$ cat config.mk
export PLATFORM = sky130hd
export DESIGN_NAME = tmp_div
export DESIGN_NICKNAME = d
export VERILOG_FILES = /design/src/sv/trapezoid_motion_profile_macros.svh /design/src/sv/tmp_pkg.sv /design/src/sv/tmp_div.sv
export SDC_FILE = /design/constraint.sdc
export NUM_CORES = 1
export LEC_CHECK = 0
export ABC_AREA = 1
export ABC_CLOCK_PERIOD_IN_PS = 3100
export BUFFER_PORTS_ARGS = -buffer_cell sky130_fd_sc_hd__buf_2
export CAP_MARGIN = 20
export CORE_MARGIN = 3
export CORE_UTILIZATION = 35
export CTS_CLUSTER_DIAMETER = 200
export CTS_CLUSTER_SIZE = 8
export DETAILED_ROUTE_END_ITERATION = 12
export PLACE_DENSITY = 0.61
export SLEW_MARGIN = 25
export SYNTH_ARGS = -nofsm -noshare
export SYNTH_HDL_FRONTEND = slang
export SYNTH_SLANG_ARGS = --single-unit
$ cat constraint.sdc
create_clock -name clk -period 3.1 [get_ports clk]
set_input_delay 0 -clock clk [delete_from_list [all_inputs] [get_ports clk]]
set_output_delay 0 -clock clk [all_outputs]
set_load 0.1 [all_outputs]
$ cat src/sv/trapezoid_motion_profile_macros.svh
// Assertion macros shared by the RTL of the motion profile block.
`ifndef TRAPEZOID_MOTION_PROFILE_MACROS_SVH
`define TRAPEZOID_MOTION_PROFILE_MACROS_SVH

`ifndef NO_ASSERTIONS
`define TMP_ASSERT_IMP(lbl, clk, rst_n, ante, cons) \
	lbl: assert property (@(posedge clk) disable iff (!rst_n) (ante) |-> (cons)) \
		else $error("assertion failed");
`define TMP_ASSERT_NXT(lbl, clk, rst_n, ante, cons) \
	lbl: assert property (@(posedge clk) disable iff (!rst_n) (ante) |=> (cons)) \
		else $error("assertion failed");
`else
`define TMP_ASSERT_IMP(lbl, clk, rst_n, ante, cons)
`define TMP_ASSERT_NXT(lbl, clk, rst_n, ante, cons)
`endif

`endif

$ cat src/sv/tmp_pkg.sv
package tmp_pkg;

	localparam int unsigned W = 32;
	localparam logic [W-1:0] ALL_ONES = '1;
	localparam logic [W-1:0] FALLBACK_RESET = 32'h0001_0000;

	localparam logic [2:0] REG_DIST = 3'd0;
	localparam logic [2:0] REG_NOM = 3'd1;
	localparam logic [2:0] REG_FB = 3'd2;
	localparam logic [2:0] REG_ACC = 3'd3;
	localparam logic [2:0] REG_MODE = 3'd4;

	localparam logic [1:0] MODE_NONE = 2'd0;
	localparam logic [1:0] MODE_START = 2'd1;
	localparam logic [1:0] MODE_END = 2'd2;
	localparam logic [1:0] MODE_BOTH = 2'd3;

	typedef struct packed {
		logic start;
		logic [63:0] num;
		logic [32:0] den;
	} div_req_t;

	typedef struct packed {
		logic done;
		logic busy;
		logic [63:0] quot;
	} div_rsp_t;

	function automatic logic [W-1:0] sat32(input logic [63:0] x);
		return (x[63:32] != 32'd0) ? ALL_ONES : x[31:0];
	endfunction

	function automatic logic [W-1:0] qmul(input logic [W-1:0] a, input logic [W-1:0] b);
		logic [63:0] p;
		p = {32'd0, a} * {32'd0, b};
		return sat32({16'd0, p[63:16]});
	endfunction

	function automatic logic [W-1:0] qadd(input logic [W-1:0] a, input logic [W-1:0] b);
		return sat32({32'd0, a} + {32'd0, b});
	endfunction

	function automatic logic [W-1:0] qsub(input logic [W-1:0] a, input logic [W-1:0] b);
		return (a > b) ? (a - b) : 32'd0;
	endfunction

endpackage

$ cat src/sv/tmp_div.sv
module tmp_div (
	input logic clk,
	input logic arst_n,
	input tmp_pkg::div_req_t req,
	output tmp_pkg::div_rsp_t rsp
);
	import tmp_pkg::*;

	logic [33:0] rem_q;
	logic [63:0] quo_q;
	logic [32:0] den_q;
	logic [5:0] cnt_q;
	logic busy_q;
	logic done_q;
	logic [33:0] rem_sh;
	logic fits;

	assign rem_sh = {rem_q[32:0], quo_q[63]};
	assign fits = rem_sh >= {1'b0, den_q};

	always_ff @(posedge clk or negedge arst_n) begin
		if (!arst_n) begin
			busy_q <= 1'b0;
			done_q <= 1'b0;
			cnt_q <= '0;
		end else begin
			done_q <= 1'b0;
			if (req.start) begin
				busy_q <= 1'b1;
				cnt_q <= '0;
			end else if (busy_q) begin
				cnt_q <= cnt_q + 6'd1;
				if (cnt_q == 6'd63) begin
					busy_q <= 1'b0;
					done_q <= 1'b1;
				end
			end
		end
	end

	always_ff @(posedge clk) begin
		if (req.start) begin
			rem_q <= '0;
			quo_q <= req.num;
			den_q <= req.den;
		end else if (busy_q) begin
			rem_q <= fits ? (rem_sh - {1'b0, den_q}) : rem_sh;
			quo_q <= {quo_q[62:0], fits};
		end
	end

	assign rsp.done = done_q;
	assign rsp.busy = busy_q;
	assign rsp.quot = quo_q;

endmodule

==> reports/metrics.csv <==
metric;value;unit
nets;1537;
max incr delay on CP;0.44;ns
Synth Area in Adders;0.0533;
min-delay worst type;primary input to flip-flop;
largest family of logic cells by synthesized area;simple AND/OR/NAND/NOR gates;
drt initial violations;475;
Crit-path slowest cell;fa_1;
status;finished clean;
PortBufs;165;
Initial Util;0.363;
Synth Area in XOR/XNOR;0.0157;
fin area;0.0110;mm2
Final Hold Fails;0;
TritonCTS buffer count;17;
Worst-path clk slew;0.07;ns
Diodes inserted;0;
CTS Sinks;138;
largest net degree at the start of global routing;60;
setup TNS;0;ns
clock root buffer;clkbuf_16;
Area Overhead vs Synth;31.9;%
layout cells sized above 1;0.160;
CP Depth;15;
Synth Area in Compound Gates;0.0353;
vias in the first global route;8101;
f_max;399;MHz
Yosys reg bits;138;
H-tree levels;4;
hpwl dp;17700;um
critical path type;flip-flop to flip-flop;
worst path arrival time;2.83;ns
Post-CTS Setup Bufs;0;
Syn Nets;1277;
routability cong.;0.977;
WL/cell;14.3;um
antenna violations before repair;0;
Rows;55;
Worst Hold Depth;1;
Worst-Margin Slew;0.782;ns
multiplexer share of the synthesized area;0;
post-CTS sizing;0;
cells along the critical path;inv_1, ha_1, inv_1, fa_1, nand3_1, nand3_2, nand2_1, nand2_1, nand2_4, buf_4, nand3_1, nand2_1, inv_1, nand2_1, nand2_1;
placed cell area;0.00947;mm2
RSZ-0062 raised after global routing;no;
antenna-violating nets left;0;
Die Area;0.0258;mm2
Final min period;2.51;ns
cells on worst reg2reg path;15;
core area;0.0231;mm2
Post-Syn Instances;1142;
GR Overflow Total;0;
top fanout value on the critical path;21;
first-pass GRT wire length;40400;um
clock latency on the worst-skew pair;0.44;ns
DIE HEIGHT;161;um
part of the cycle the worst path needs;0.808;
Seq/Total Area, Yosys;0.451;
worst path required time;3.42;ns
post-synthesis area per instance;7.32;um2
first drt pass iteration count;5;
gr usage total;0.194;
Buf/Inv on CP;4;
CTS Hold Bufs;99;
number of max-cap violations;0;
PwrDens;720;mW/mm2
YS warnings;0;
IO Count;166;
worst relative slew slack;0.478;
CP dominant cell by count;nand2_1;
Synth cell types;36;
DRC;0;
post-synthesis simple-gate area fraction;0.340;
Vias/cell;4.66;
Slew Viols, Final;0;
via count;8059;
Die Wd;161;um
Layout Skew;0.0139;ns
CTS max path bufs;2;
Critical Path Sink Type;flip-flop;
TritonCTS clock tree;yes;
peak supply drop;0.000429;V
synthesized area;0.00836;mm2
P_leak;0.00575;uW
nature of the critical path startpoint;flip-flop;
Finish-stage setup viols;0;
final wirelength;24800;um
CP top delay family;simple AND/OR/NAND/NOR gates;
-- report_power, final --
group	switching [uW]	internal [uW]	leakage, uW
clock network	921	1060	0.000263
logic	2430	1100	0.00408
registers	169	2260	0.00140
-- worst register-to-register path, cell delays in order (launching register included) --
cell,delay [ns]
edfxtp_1,0.37
inv_1,0.09
ha_1,0.14
inv_1,0.07
fa_1,0.44
nand3_1,0.13
nand3_2,0.11
nand2_1,0.10
nand2_1,0.10
nand2_4,0.19
buf_4,0.32
nand3_1,0.13
nand2_1,0.07
inv_1,0.04
nand2_1,0.05
nand2_1,0.05
-- stage by stage --
stage	hold slack [ns]	std cells	total power, uW	utilization	worst slack [ns]
finish	0.0872	1728	7940	0.478	0.595
global route	0.104	1728	8500	0.478	0.385
CTS	0.0898	1728	7970	0.478	0.591
detailed placement	-0.145	1597	5860	0.411	0.599
global placement	-0.143	1597	5840	0.411	0.571
floorplan	-0.296	1142	5150	-	0.0453
-- synth_stat cells (all sizes together) --
cell | n | area share
xnor2 | 14 | 0.015
edfxtp | 97 | 0.35
nor2 | 56 | 0.029
fa | 1 | 0.0024
nor3 | 10 | 0.0073
a31oi | 1 | 0.00075
clkbuf | 20 | 0.0090
dfrtp | 8 | 0.024
a22o | 1 | 0.0010
nand3 | 99 | 0.060
a21o | 1 | 0.00090
nand2 | 493 | 0.22
xor2 | 1 | 0.0010
buf | 11 | 0.011
inv | 186 | 0.084
o21a | 1 | 0.00090
nand3b | 10 | 0.0090
and2 | 5 | 0.0037
nand4 | 8 | 0.0060
o21ai | 22 | 0.013
o21bai | 3 | 0.0027
dfxtp | 33 | 0.079
nor4 | 1 | 0.00075
ha | 34 | 0.051
a21oi | 25 | 0.015
o211ai | 1 | 0.00090
-- final cells by class --
| class | count | area [um2] |
|---|---|---|
| clock buffer | 18 | 429 |
| clock inverter | 14 | 133 |
| fill | 2329 | 12000 |
| inverter | 186 | 698 |
| multi-input combinational | 787 | 3720 |
| sequential | 138 | 3770 |
| tap | 313 | 392 |
| timing repair buffer | 272 | 1880 |
-- registers in the layout, summed over array words and instances, names as in the netlist --
signal  cells
busy_q      1
cnt_q       6
den_q      33
done_q      1
quo_q      64
rem_q      33
-- cell families (layout without fill, tap and decap cells) --
kind of cell | after synthesis | count (layout)
adders and majority gates | 35 | 35
and+or+nand+nor | 682 | 682
AOI/OAI and AO/OA | 55 | 55
DFF | 138 | 138
buffers and inverters | 217 | 490
xor gates and xnor gates | 15 | 15
-- per-layer routing --
metal	vias to the layer above	global-route usage	routed length, um
li1	4092	-	-
met1	3672	0.245	10900
met2	258	0.322	11600
met3	37	0.0498	1650
met4	0	0.0667	636
met5	-	0	0
-- final timing paths --
path	start	endpoint	slack [ns]
setup / recovery	quo_q[63]$_DFFE_PP_	rem_q[30]$_SDFFE_PP0P_	0.59
hold / removal	req[97]	den_q[6]$_DFFE_PP_	0.09
setup reg to reg	quo_q[63]$_DFFE_PP_	rem_q[30]$_SDFFE_PP0P_	0.59
hold reg to reg	rem_q[21]$_SDFFE_PP0P_	rem_q[21]$_SDFFE_PP0P_	0.47
max in group asynchronous	arst_n	cnt_q[5]$_DFFE_PN0P_	2.22
min in group asynchronous	arst_n	cnt_q[1]$_DFFE_PN0P_	0.59
-- cell usage in the layout, fill, tap and decap left out, drive strengths merged, types with 2 or more instances in the layout --
cell type | netlist | layout
dlygate4sd3 | 0 | 99
xnor2 | 14 | 14
and2 | 5 | 5
ha | 34 | 34
nand2 | 493 | 493
nand3 | 99 | 99
clkbuf | 20 | 18
o21bai | 3 | 3
buf | 11 | 173
dfxtp | 33 | 33
nor2 | 56 | 56
nand3b | 10 | 10
clkinvlp | 0 | 4
inv | 186 | 194
nor3 | 10 | 10
dfrtp | 8 | 8
nand4 | 8 | 8
edfxtp | 97 | 97
o21ai | 22 | 22
clkinv | 0 | 2
a21oi | 25 | 25
(Power assumes the default switching activity.)
